### src/hdl/sha256_pkg.sv
`timescale 1ns / 1ps
package sha256_pkg;

  localparam int WordW = 32;
  localparam int CountW = 61;

  typedef logic [WordW-1:0] word_t;

  localparam logic [CountW-1:0] CountMask = {CountW{1'b1}};

  // Commands from the controller to the datapath.
  typedef struct packed {
    logic       push;       // write push_word into the block buffer
    logic [2:0] push_sel;   // which word to push
    logic       cmp_start;  // load round registers from chain values
    logic       round_en;   // run one round
    logic       cmp_done;   // add round registers into chain values
    logic       reinit;     // restore initial hash and count
    logic       count_add;  // add message bytes to the count
  } sha_cmd_t;

  // Status from the datapath to the controller.
  typedef struct packed {
    logic [3:0] fill;
    logic [5:0] round;
    logic       tail_is_full;
  } sha_stat_t;

  localparam logic [2:0] PushData = 3'd0;
  localparam logic [2:0] PushZero = 3'd1;
  localparam logic [2:0] PushLenHi = 3'd2;
  localparam logic [2:0] PushLenLo = 3'd3;
  localparam logic [2:0] PushPad = 3'd4;

  localparam word_t RoundK [64] = '{
    32'h428a2f98, 32'h71374491, 32'hb5c0fbcf, 32'he9b5dba5, 32'h3956c25b, 32'h59f111f1,
    32'h923f82a4, 32'hab1c5ed5, 32'hd807aa98, 32'h12835b01, 32'h243185be, 32'h550c7dc3,
    32'h72be5d74, 32'h80deb1fe, 32'h9bdc06a7, 32'hc19bf174, 32'he49b69c1, 32'hefbe4786,
    32'h0fc19dc6, 32'h240ca1cc, 32'h2de92c6f, 32'h4a7484aa, 32'h5cb0a9dc, 32'h76f988da,
    32'h983e5152, 32'ha831c66d, 32'hb00327c8, 32'hbf597fc7, 32'hc6e00bf3, 32'hd5a79147,
    32'h06ca6351, 32'h14292967, 32'h27b70a85, 32'h2e1b2138, 32'h4d2c6dfc, 32'h53380d13,
    32'h650a7354, 32'h766a0abb, 32'h81c2c92e, 32'h92722c85, 32'ha2bfe8a1, 32'ha81a664b,
    32'hc24b8b70, 32'hc76c51a3, 32'hd192e819, 32'hd6990624, 32'hf40e3585, 32'h106aa070,
    32'h19a4c116, 32'h1e376c08, 32'h2748774c, 32'h34b0bcb5, 32'h391c0cb3, 32'h4ed8aa4a,
    32'h5b9cca4f, 32'h682e6ff3, 32'h748f82ee, 32'h78a5636f, 32'h84c87814, 32'h8cc70208,
    32'h90befffa, 32'ha4506ceb, 32'hbef9a3f7, 32'hc67178f2};

  localparam word_t InitH [8] = '{
    32'h6a09e667, 32'hbb67ae85, 32'h3c6ef372, 32'ha54ff53a,
    32'h510e527f, 32'h9b05688c, 32'h1f83d9ab, 32'h5be0cd19};

  function automatic word_t ror32(input word_t x, input int n);
    ror32 = (x >> n) | (x << (WordW - n));
  endfunction

endpackage

### src/hdl/sha256_if.sv
`timescale 1ns / 1ps
interface sha256_in_if;
  logic        valid;
  logic        ready;
  logic [31:0] data_word;
  logic [2:0]  valid_bytes;
  logic        last_word;
  modport source (output valid, data_word, valid_bytes, last_word, input ready);
  modport sink (input valid, data_word, valid_bytes, last_word, output ready);
endinterface

interface sha256_out_if;
  logic        valid;
  logic        ready;
  logic [31:0] digest_word;
  logic [2:0]  word_index;
  logic        digest_last;
  modport source (output valid, digest_word, word_index, digest_last, input ready);
  modport sink (input valid, digest_word, word_index, digest_last, output ready);
endinterface

### src/hdl/sha256_datapath.sv
`timescale 1ns / 1ps
module sha256_datapath
  import sha256_pkg::*;
(
  input  logic        clk,
  input  logic        rst_n,
  input  sha_cmd_t    cmd,
  input  logic [31:0] in_data,
  input  logic [2:0]  in_nv,
  input  logic        in_last,
  input  logic        hold_load,
  input  logic [2:0]  rd_idx,
  output word_t       rd_word,
  output sha_stat_t   stat
);

  word_t             chain_r [8];
  word_t             blk_r [16];
  word_t             rr_r [8];
  logic [CountW-1:0] count_r;
  logic [3:0]        fill_r;
  logic [5:0]        round_r;
  logic [31:0]       hold_data_r;
  logic [2:0]        hold_nv_r;
  logic              hold_last_r;

  logic [2:0]        nv;
  word_t             tail_word;
  word_t             push_word;
  logic [63:0]       bits;
  logic [3:0]        t;
  word_t             x15, x2, sg0, sg1, w_new, w;
  word_t             bs1, ch, t1, bs0, mj;

  always_comb begin
    nv = (hold_nv_r > 3'd4) ? 3'd4 : hold_nv_r;
    if (!hold_last_r || nv == 3'd4) begin
      tail_word = hold_data_r;
    end else if (nv == 3'd0) begin
      tail_word = 32'h8000_0000;
    end else begin
      tail_word = (hold_data_r & (32'hFFFF_FFFF << (6'd32 - {nv, 3'b000})))
                | (32'h80 << (6'd24 - {nv, 3'b000}));
    end
    bits = {count_r, 3'b000};
    case (cmd.push_sel)
      PushData:  push_word = tail_word;
      PushZero:  push_word = 32'h0;
      PushLenHi: push_word = bits[63:32];
      PushLenLo: push_word = bits[31:0];
      PushPad:   push_word = 32'h8000_0000;
      default:   push_word = 32'h0;
    endcase
  end

  // Message schedule and one compression round.
  always_comb begin
    t   = round_r[3:0];
    x15 = blk_r[t + 4'd1];
    x2  = blk_r[t + 4'd14];
    sg0 = ror32(x15, 7) ^ ror32(x15, 18) ^ (x15 >> 3);
    sg1 = ror32(x2, 17) ^ ror32(x2, 19) ^ (x2 >> 10);
    w_new = blk_r[t] + sg0 + blk_r[t + 4'd9] + sg1;
    w   = (round_r >= 6'd16) ? w_new : blk_r[t];
    bs1 = ror32(rr_r[4], 6) ^ ror32(rr_r[4], 11) ^ ror32(rr_r[4], 25);
    ch  = (rr_r[4] & rr_r[5]) ^ (~rr_r[4] & rr_r[6]);
    t1  = rr_r[7] + bs1 + ch + RoundK[round_r] + w;
    bs0 = ror32(rr_r[0], 2) ^ ror32(rr_r[0], 13) ^ ror32(rr_r[0], 22);
    mj  = (rr_r[0] & rr_r[1]) ^ (rr_r[0] & rr_r[2]) ^ (rr_r[1] & rr_r[2]);
  end

  always_ff @(posedge clk) begin
    if (hold_load) begin
      hold_data_r <= in_data;
      hold_nv_r   <= in_nv;
      hold_last_r <= in_last;
    end
    if (cmd.push) begin
      blk_r[fill_r] <= push_word;
    end
    if (cmd.cmp_start) begin
      for (int i = 0; i < 8; i++) rr_r[i] <= chain_r[i];
    end else if (cmd.round_en) begin
      blk_r[t] <= w;
      rr_r[7] <= rr_r[6];
      rr_r[6] <= rr_r[5];
      rr_r[5] <= rr_r[4];
      rr_r[4] <= rr_r[3] + t1;
      rr_r[3] <= rr_r[2];
      rr_r[2] <= rr_r[1];
      rr_r[1] <= rr_r[0];
      rr_r[0] <= t1 + bs0 + mj;
    end
  end

  always_ff @(posedge clk) begin
    if (!rst_n || cmd.reinit) begin
      for (int i = 0; i < 8; i++) chain_r[i] <= InitH[i];
      count_r <= '0;
      fill_r  <= '0;
      round_r <= '0;
    end else begin
      if (cmd.count_add) begin
        count_r <= (count_r + (hold_last_r ? {{(CountW-3){1'b0}}, nv}
                                           : CountW'(4))) & CountMask;
      end
      if (cmd.push) fill_r <= fill_r + 4'd1;
      if (cmd.cmp_start) round_r <= '0;
      else if (cmd.round_en) round_r <= round_r + 6'd1;
      if (cmd.cmp_done) begin
        for (int i = 0; i < 8; i++) chain_r[i] <= chain_r[i] + rr_r[i];
      end
    end
  end

  assign rd_word = chain_r[rd_idx];
  assign stat.fill = fill_r;
  assign stat.round = round_r;
  assign stat.tail_is_full = hold_last_r && (nv == 3'd4);

endmodule

### src/hdl/sha256_ctrl.sv
`timescale 1ns / 1ps
module sha256_ctrl
  import sha256_pkg::*;
(
  input  logic      clk,
  input  logic      rst_n,
  input  logic      in_fire,
  input  logic      in_last,
  input  logic      out_ready,
  input  sha_stat_t stat,
  output sha_cmd_t  cmd,
  output logic      in_ready,
  output logic      out_valid,
  output logic [2:0] out_idx
);

  localparam logic [3:0] StIdle  = 4'd0;
  localparam logic [3:0] StPush  = 4'd1;
  localparam logic [3:0] StComp  = 4'd2;
  localparam logic [3:0] StRound = 4'd3;
  localparam logic [3:0] StAdd   = 4'd4;
  localparam logic [3:0] StPad   = 4'd5;
  localparam logic [3:0] StOut   = 4'd6;
  localparam logic [3:0] StLen   = 4'd7;

  logic [3:0] state_r, state_nxt;
  logic       last_r, last_nxt;       // current item ends the message
  logic       extra_r, extra_nxt;     // a 0x80 word is still to push
  logic       done_r, done_nxt;       // the block being compressed carries the length
  logic [2:0] idx_r, idx_nxt;

  always_comb begin
    state_nxt = state_r;
    last_nxt  = last_r;
    extra_nxt = extra_r;
    done_nxt  = done_r;
    idx_nxt   = idx_r;
    cmd       = '0;
    case (state_r)
      StIdle: begin
        if (in_fire) begin
          last_nxt  = in_last;
          state_nxt = StPush;
        end
      end
      StPush: begin
        cmd.push = 1'b1;
        cmd.push_sel = PushData;
        cmd.count_add = 1'b1;
        extra_nxt = stat.tail_is_full;
        if (stat.fill == 4'd15) state_nxt = StComp;
        else if (last_r) state_nxt = StPad;
        else state_nxt = StIdle;
      end
      StComp: begin
        cmd.cmp_start = 1'b1;
        state_nxt = StRound;
      end
      StRound: begin
        cmd.round_en = 1'b1;
        if (stat.round == 6'd63) state_nxt = StAdd;
      end
      StAdd: begin
        cmd.cmp_done = 1'b1;
        if (last_r && done_r) begin
          // The length block finished: go and emit the digest.
          state_nxt = StOut;
          idx_nxt   = '0;
          done_nxt  = 1'b0;
        end else if (last_r) begin
          state_nxt = StPad;
        end else begin
          state_nxt = StIdle;
        end
      end
      StPad: begin
        // After a final data word: 0x80 word if needed, zeros up to word 14,
        // then the two length words.
        cmd.push = 1'b1;
        if (extra_r) begin
          cmd.push_sel = PushPad;
          extra_nxt = 1'b0;
          if (stat.fill == 4'd15) state_nxt = StComp;
        end else if (stat.fill == 4'd14) begin
          cmd.push_sel = PushLenHi;
          state_nxt = StLen;
        end else begin
          cmd.push_sel = PushZero;
          if (stat.fill == 4'd15) state_nxt = StComp;
        end
      end
      StLen: begin
        cmd.push = 1'b1;
        cmd.push_sel = PushLenLo;
        done_nxt = 1'b1;
        state_nxt = StComp;
      end
      StOut: begin
        if (out_ready) begin
          idx_nxt = idx_r + 3'd1;
          if (idx_r == 3'd7) begin
            cmd.reinit = 1'b1;
            state_nxt = StIdle;
          end
        end
      end
      default: state_nxt = StIdle;
    endcase
  end

  always_ff @(posedge clk) begin
    if (!rst_n) begin
      state_r <= StIdle;
      last_r  <= 1'b0;
      extra_r <= 1'b0;
      done_r  <= 1'b0;
      idx_r   <= '0;
    end else begin
      state_r <= state_nxt;
      last_r  <= last_nxt;
      extra_r <= extra_nxt;
      done_r  <= done_nxt;
      idx_r   <= idx_nxt;
    end
  end

  assign in_ready  = (state_r == StIdle);
  assign out_valid = (state_r == StOut);
  assign out_idx   = idx_r;

endmodule

### src/hdl/sha256_message_digest.sv
`timescale 1ns / 1ps
// A word that does not fill a block is pushed and the input is ready again; one that fills it
// is compressed with one round per cycle over 64 rounds, set by the single round unit.
// The input is not ready while a word is pushed, padded or compressed, or while the digest is out.
// The last item adds the padding words and one or two compressions,
// then eight digest items follow, one per cycle when the sink is ready.
// Reset (synchronous, active low) restores the initial hash and a zero count.
module sha256_message_digest
  import sha256_pkg::*;
(
  input  logic        clk,
  input  logic        rst_n,
  sha256_in_if.sink   in_ch,
  sha256_out_if.source out_ch
);

  sha_cmd_t  cmd;
  sha_stat_t stat;
  logic      in_fire;
  logic [2:0] idx;

  assign in_fire = in_ch.valid && in_ch.ready;

  // The controller sequences pushes, padding, rounds and digest output.
  sha256_ctrl u_ctrl (
    .clk       (clk),
    .rst_n     (rst_n),
    .in_fire   (in_fire),
    .in_last   (in_ch.last_word),
    .out_ready (out_ch.ready),
    .stat      (stat),
    .cmd       (cmd),
    .in_ready  (in_ch.ready),
    .out_valid (out_ch.valid),
    .out_idx   (idx)
  );

  // The datapath holds the chain values, block buffer and round registers.
  sha256_datapath u_dp (
    .clk       (clk),
    .rst_n     (rst_n),
    .cmd       (cmd),
    .in_data   (in_ch.data_word),
    .in_nv     (in_ch.valid_bytes),
    .in_last   (in_ch.last_word),
    .hold_load (in_fire),
    .rd_idx    (idx),
    .rd_word   (out_ch.digest_word),
    .stat      (stat)
  );

  assign out_ch.word_index  = idx;
  assign out_ch.digest_last = (idx == 3'd7);

endmodule

### src/flat_wrapper.sv
// flat-port wrapper written by rule: the top's interface ports become plain ports
module sha256_message_digest_flat import sha256_pkg::*;
  (clk, rst_n, in_ch_valid, in_ch_data_word, in_ch_valid_bytes, in_ch_last_word, in_ch_ready, out_ch_valid, out_ch_digest_word, out_ch_word_index, out_ch_digest_last, out_ch_ready);
  sha256_in_if in_ch_i ();
  sha256_out_if out_ch_i ();
  input  logic clk;
  input  logic rst_n;
  input wire logic [$bits(in_ch_i.valid)-1:0] in_ch_valid;
  input wire logic [$bits(in_ch_i.data_word)-1:0] in_ch_data_word;
  input wire logic [$bits(in_ch_i.valid_bytes)-1:0] in_ch_valid_bytes;
  input wire logic [$bits(in_ch_i.last_word)-1:0] in_ch_last_word;
  output wire logic [$bits(in_ch_i.ready)-1:0] in_ch_ready;
  output wire logic [$bits(out_ch_i.valid)-1:0] out_ch_valid;
  output wire logic [$bits(out_ch_i.digest_word)-1:0] out_ch_digest_word;
  output wire logic [$bits(out_ch_i.word_index)-1:0] out_ch_word_index;
  output wire logic [$bits(out_ch_i.digest_last)-1:0] out_ch_digest_last;
  input wire logic [$bits(out_ch_i.ready)-1:0] out_ch_ready;
  assign in_ch_i.valid = in_ch_valid;
  assign in_ch_i.data_word = in_ch_data_word;
  assign in_ch_i.valid_bytes = in_ch_valid_bytes;
  assign in_ch_i.last_word = in_ch_last_word;
  assign in_ch_ready = in_ch_i.ready;
  assign out_ch_valid = out_ch_i.valid;
  assign out_ch_digest_word = out_ch_i.digest_word;
  assign out_ch_word_index = out_ch_i.word_index;
  assign out_ch_digest_last = out_ch_i.digest_last;
  assign out_ch_i.ready = out_ch_ready;
  sha256_message_digest u_core (.clk(clk), .rst_n(rst_n), .in_ch(in_ch_i), .out_ch(out_ch_i));
endmodule
### config.mk
export PLATFORM = sky130hd
export DESIGN_NAME = sha256_message_digest_flat
export DESIGN_NICKNAME = d
export VERILOG_FILES = /design/src/hdl/sha256_pkg.sv /design/src/hdl/sha256_if.sv /design/src/hdl/sha256_datapath.sv /design/src/hdl/sha256_ctrl.sv /design/src/hdl/sha256_message_digest.sv /design/src/flat_wrapper.sv
export SDC_FILE = /design/constraint.sdc
export NUM_CORES = 2
export LEC_CHECK = 0
export ABC_AREA = 1
export BUFFER_PORTS_ARGS = -buffer_cell sky130_fd_sc_hd__clkbuf_2
export CAP_MARGIN = 30
export CORE_MARGIN = 2
export CORE_UTILIZATION = 30
export CTS_CLUSTER_SIZE = 25
export DETAILED_ROUTE_END_ITERATION = 7
export GPL_ROUTABILITY_DRIVEN = 1
export SLEW_MARGIN = 20
export SYNTH_ARGS = -nofsm -noshare
export SYNTH_HDL_FRONTEND = slang
export SYNTH_SLANG_ARGS = --single-unit
export TNS_END_PERCENT = 20
### constraint.sdc
create_clock -name clk -period 13.2 [get_ports clk]
set_clock_uncertainty 0.2 [all_clocks]
set_input_delay 1.98 -clock clk [delete_from_list [all_inputs] [get_ports clk]]
set_output_delay 1.98 -clock clk [all_outputs]
set_load 0.02 [all_outputs]
==> flow_metrics.py <==
metrics = {
    "placement": {
        "io_buffer_count": 77,
        "gp_congestion": 1.07,
        "dpl_cell_area_sq_um": 92000,
        "hpwl_microns": 273000,
    },
    "critical_path": {
        "critPathArrivalTime_ns": 13.09,
        "critPathMaxStageDelay_ns": 0.64,
        "path_class": "reg -> reg",
        "slowest_stage": "fa_1",
        "required_ns": 13.58,
        "startpoint_type": "register",
        "crit_fanout": 105,
        "endpoint_kind": "register",
    },
    "status": {
        "violations": "design-rule violations",
        "outcome": "finished, violations left",
    },
    "clock_tree": {
        "cts_sinks": 1148,
        "cts_tree": "built",
        "clk-insertion-delay-late_ns": 0.84,
        "htreeDepth": 4,
        "cts_hold_buf": 0,
        "clock_path_buffers": 4,
        "cts_buffers": 146,
        "clkTransAtPathRegs_ns": 0.07,
        "cts_root_buf": "clkbuf_16",
    },
    "global_route": {
        "first_global_vias": 76400,
        "grt_max_degree": 212,
        "grt_pass1_wl_microns": 538000,
        "groute.usage.overall_pct": 24.7,
        "grt_overflow": 0,
        "antenna_found_initial": 19,
    },
    "logic_synthesis": {
        "yosysSeqAreaShare_pct": 38.6,
        "syn-cell-area_sq_um": 87000,
        "synth_top_area_cell": "edfxtp_1",
        "synth.distinct_cells": 81,
        "ys_warn_count": 0,
        "syn_nets": 11600,
        "synthTopCellsByArea": "edfxtp_1, nand2_1, o21ai_0, a21oi_1, inv_1",
        "synthCells": 10900,
        "synth.avg_cell_area_sq_um": 7.97,
        "synth_edf_count": 1060,
        "synth_top_area_share_pct": 36.6,
        "ys.flop_type": "edfxtp_1",
        "synth_async_sr_flop_share_pct": 0,
        "synth_seq_cells": 1148,
    },
    "detailed_routing": {
        "wire_per_inst_microns": 25.5,
        "vias_per_cell": 5.65,
        "drt_first_pass_iters": 8,
        "antenna_left": 0,
        "vias": 83000,
        "drc": 1,
        "drt_iter0_markers": 11800,
        "routed_wl_microns": 375000,
    },
    "finish": {
        "drive_above_1_share_pct": 6.30,
        "area_growth_pct": 10.9,
        "nets": 11500,
        "finalInstanceArea_sq_um": 96500,
        "fillers": 30400,
    },
    "sta": {
        "setup_tns_ns": 0,
        "hold_viol_final": 0,
        "finalCritPeriodShare_pct": 96.3,
        "clock.fmax_mhz": 78.6,
        "drv_slew": 0,
        "maxSlewHeadroom_pct": 20.4,
        "setup_viol": 0,
        "period_needed_ns": 12.71,
        "rsz0062_at_grt": "false",
        "worstMarginPinSlew_ns": 1.19,
    },
    "worst_hold_path": {
        "hp-class": "reg -> reg",
    },
    "floorplanning": {
        "die-area_sq_um": 294000,
        "core_sq_um": 288000,
        "die_w_microns": 543,
        "io-pin-count": 78,
        "start_util_pct": 30.2,
        "fp.dieH_microns": 543,
        "placement_rows": 197,
    },
    "pwr": {
        "p_leak_nw": 38.8,
        "peakVddDrop_v": 0.0000871,
        "power_density_nw_per_um2": 92.3,
    },
    "job": {
        "cap_viol_max_count": 0,
    },
}
## registers in the layout, summed over array words and instances (netlist names), named ones only
signal / flops
u_core.u_ctrl.done_r: 1
u_core.u_ctrl.extra_r: 1
u_core.u_ctrl.last_r: 1
u_core.u_ctrl.out_idx: 3
u_core.u_ctrl.state_r: 4
u_core.u_dp.blk_r: 512
u_core.u_dp.chain_r: 256
u_core.u_dp.count_r: 61
u_core.u_dp.fill_r: 4
u_core.u_dp.hold_data_r: 32
u_core.u_dp.hold_last_r: 1
u_core.u_dp.hold_nv_r: 3
u_core.u_dp.round_r: 6
u_core.u_dp.rr_r: 256
## per-stage QoR
stage	util (%)	std cells	total power, mW	setup slack (ns)	hold WS [ns]
floorplan	-	10900	4.75	1.03	0.222
global placement	31.9	14400	5.09	0.368	0.238
detailed placement	31.9	14400	5.09	0.567	0.248
CTS	33.4	14700	8.91	0.512	0.259
global route	33.5	14700	9.16	0.00972	0.274
finish	33.5	14700	8.91	0.485	0.259
## routing by layer
metal | routed length (microns) | GRT usage [%] | part of all wire, % | up-vias
met4 | 20800 | 11.7 | 5.5 | 10
met5 | 61 | 0 | 0.016 | -
met1 | 155000 | 33.9 | 41 | 39500
met2 | 157000 | 36.5 | 42 | 5085
met3 | 43000 | 5.57 | 11 | 956
li1 | - | - | - | 37500
## path summary, 6_finish.rpt
path	startpoint	to	slack (ns)	cells past startpoint
min	u_core.u_dp.count_r[28]	u_core.u_dp.count_r[28]	0.26	1
max	u_core.u_dp.round_r[0]	u_core.u_dp.rr_r[0][31]	0.49	47
min reg2reg	u_core.u_dp.count_r[28]	u_core.u_dp.count_r[28]	0.26	1
max reg2reg	u_core.u_dp.round_r[0]	u_core.u_dp.rr_r[0][31]	0.49	47
## area by class of cell
| cell class | instances | area (sq um) | area share (%) |
|---|---|---|---|
| timing repair buffer | 297 | 2380 | 2.47 |
| multi-input combinational | 7808 | 46000 | 47.7 |
| inverter | 1416 | 5350 | 5.55 |
| clock buffer | 169 | 3750 | 3.89 |
| sequential | 1148 | 33600 | 34.8 |
| clock inverter | 77 | 636 | 0.659 |
| tap | 3781 | 4730 | 4.90 |
| antenna | 6 | 15.0 | 0.0156 |
## power by group
part | internal (mW) | leakage [nW] | switching, mW
Combinational | 0.321 | 26.4 | 0.682
Sequential | 4.01 | 10.3 | 0.0362
Clock | 2.17 | 2.13 | 1.69
## cells in the final DEF (no fill, tap or decap), drive strengths merged, types with 14 or more instances in the layout
cell type  count
buf          218
o21a          62
a21oi       1077
nor2         752
mux2i         14
nor4          28
o221ai        40
xnor2        153
nor3         127
inv         1412
edfxtp      1060
nand4         58
dfxtp         88
o22ai        153
o21ai       1350
o211ai       106
a21o          54
a221oi       100
o31ai         19
o21bai        28
or2           72
xor2         209
o311ai        16
clkbuf       248
a21boi        31
ha           415
nand3        581
o2111ai       34
clkinv        68
fa           197
nand2       1941
a31oi        117
## worst max-delay path, delay by kind of cell (launching register included)
| family | cells | cell delay (ns) |
|---|---|---|
| adder cells (fa/ha/maj) | 10 | 4.41 |
| AO/OA/AOI/OAI | 12 | 2.60 |
| AND/OR/NAND/NOR | 15 | 2.36 |
| XOR/XNOR | 4 | 1.32 |
| buffers and inverters | 6 | 0.70 |
| flip-flops | 1 | 0.58 |
## cells by family after synthesis
| logic type | Yosys count | synth area share, % |
|---|---|---|
| AND/OR/NAND/NOR | 3583 | 17.2 |
| multiplexers | 14 | 0.217 |
| adder cells (fa/ha/maj) | 614 | 10.5 |
| other | 1 | 0.00431 |
| buffers and inverters | 1961 | 8.82 |
| XOR/XNOR | 362 | 3.64 |
| flip-flops | 1148 | 38.6 |
| AO/OA/AOI/OAI | 3234 | 21.0 |
## cell usage after synthesis, types with 15 or more instances
cell	count
o21ai_0	1225
ha_1	415
xor2_1	209
xnor2_1	153
o221ai_1	40
clkbuf_1	351
o2111ai_1	34
inv_2	15
o22ai_1	153
buf_2	107
nor3_1	120
fa_1	197
nor4_1	27
nand3_1	576
nand4_1	58
edfxtp_1	1060
a21oi_1	1076
a21o_1	54
nand2_1	1938
o211ai_1	106
a221oi_1	100
buf_1	58
o21ai_2	19
a31oi_1	117
o21bai_1	27
or2_2	65
dfxtp_1	88
nor2_1	740
a21boi_0	16
inv_1	1392
o21a_1	62
o31ai_1	19
o21ai_1	105
## repair_timing
action,CTS,global route
gates resized for setup,0,7
buffers inserted,0,0
setup endpoints to repair,0,2
Power figures use the tool's default switching activity.
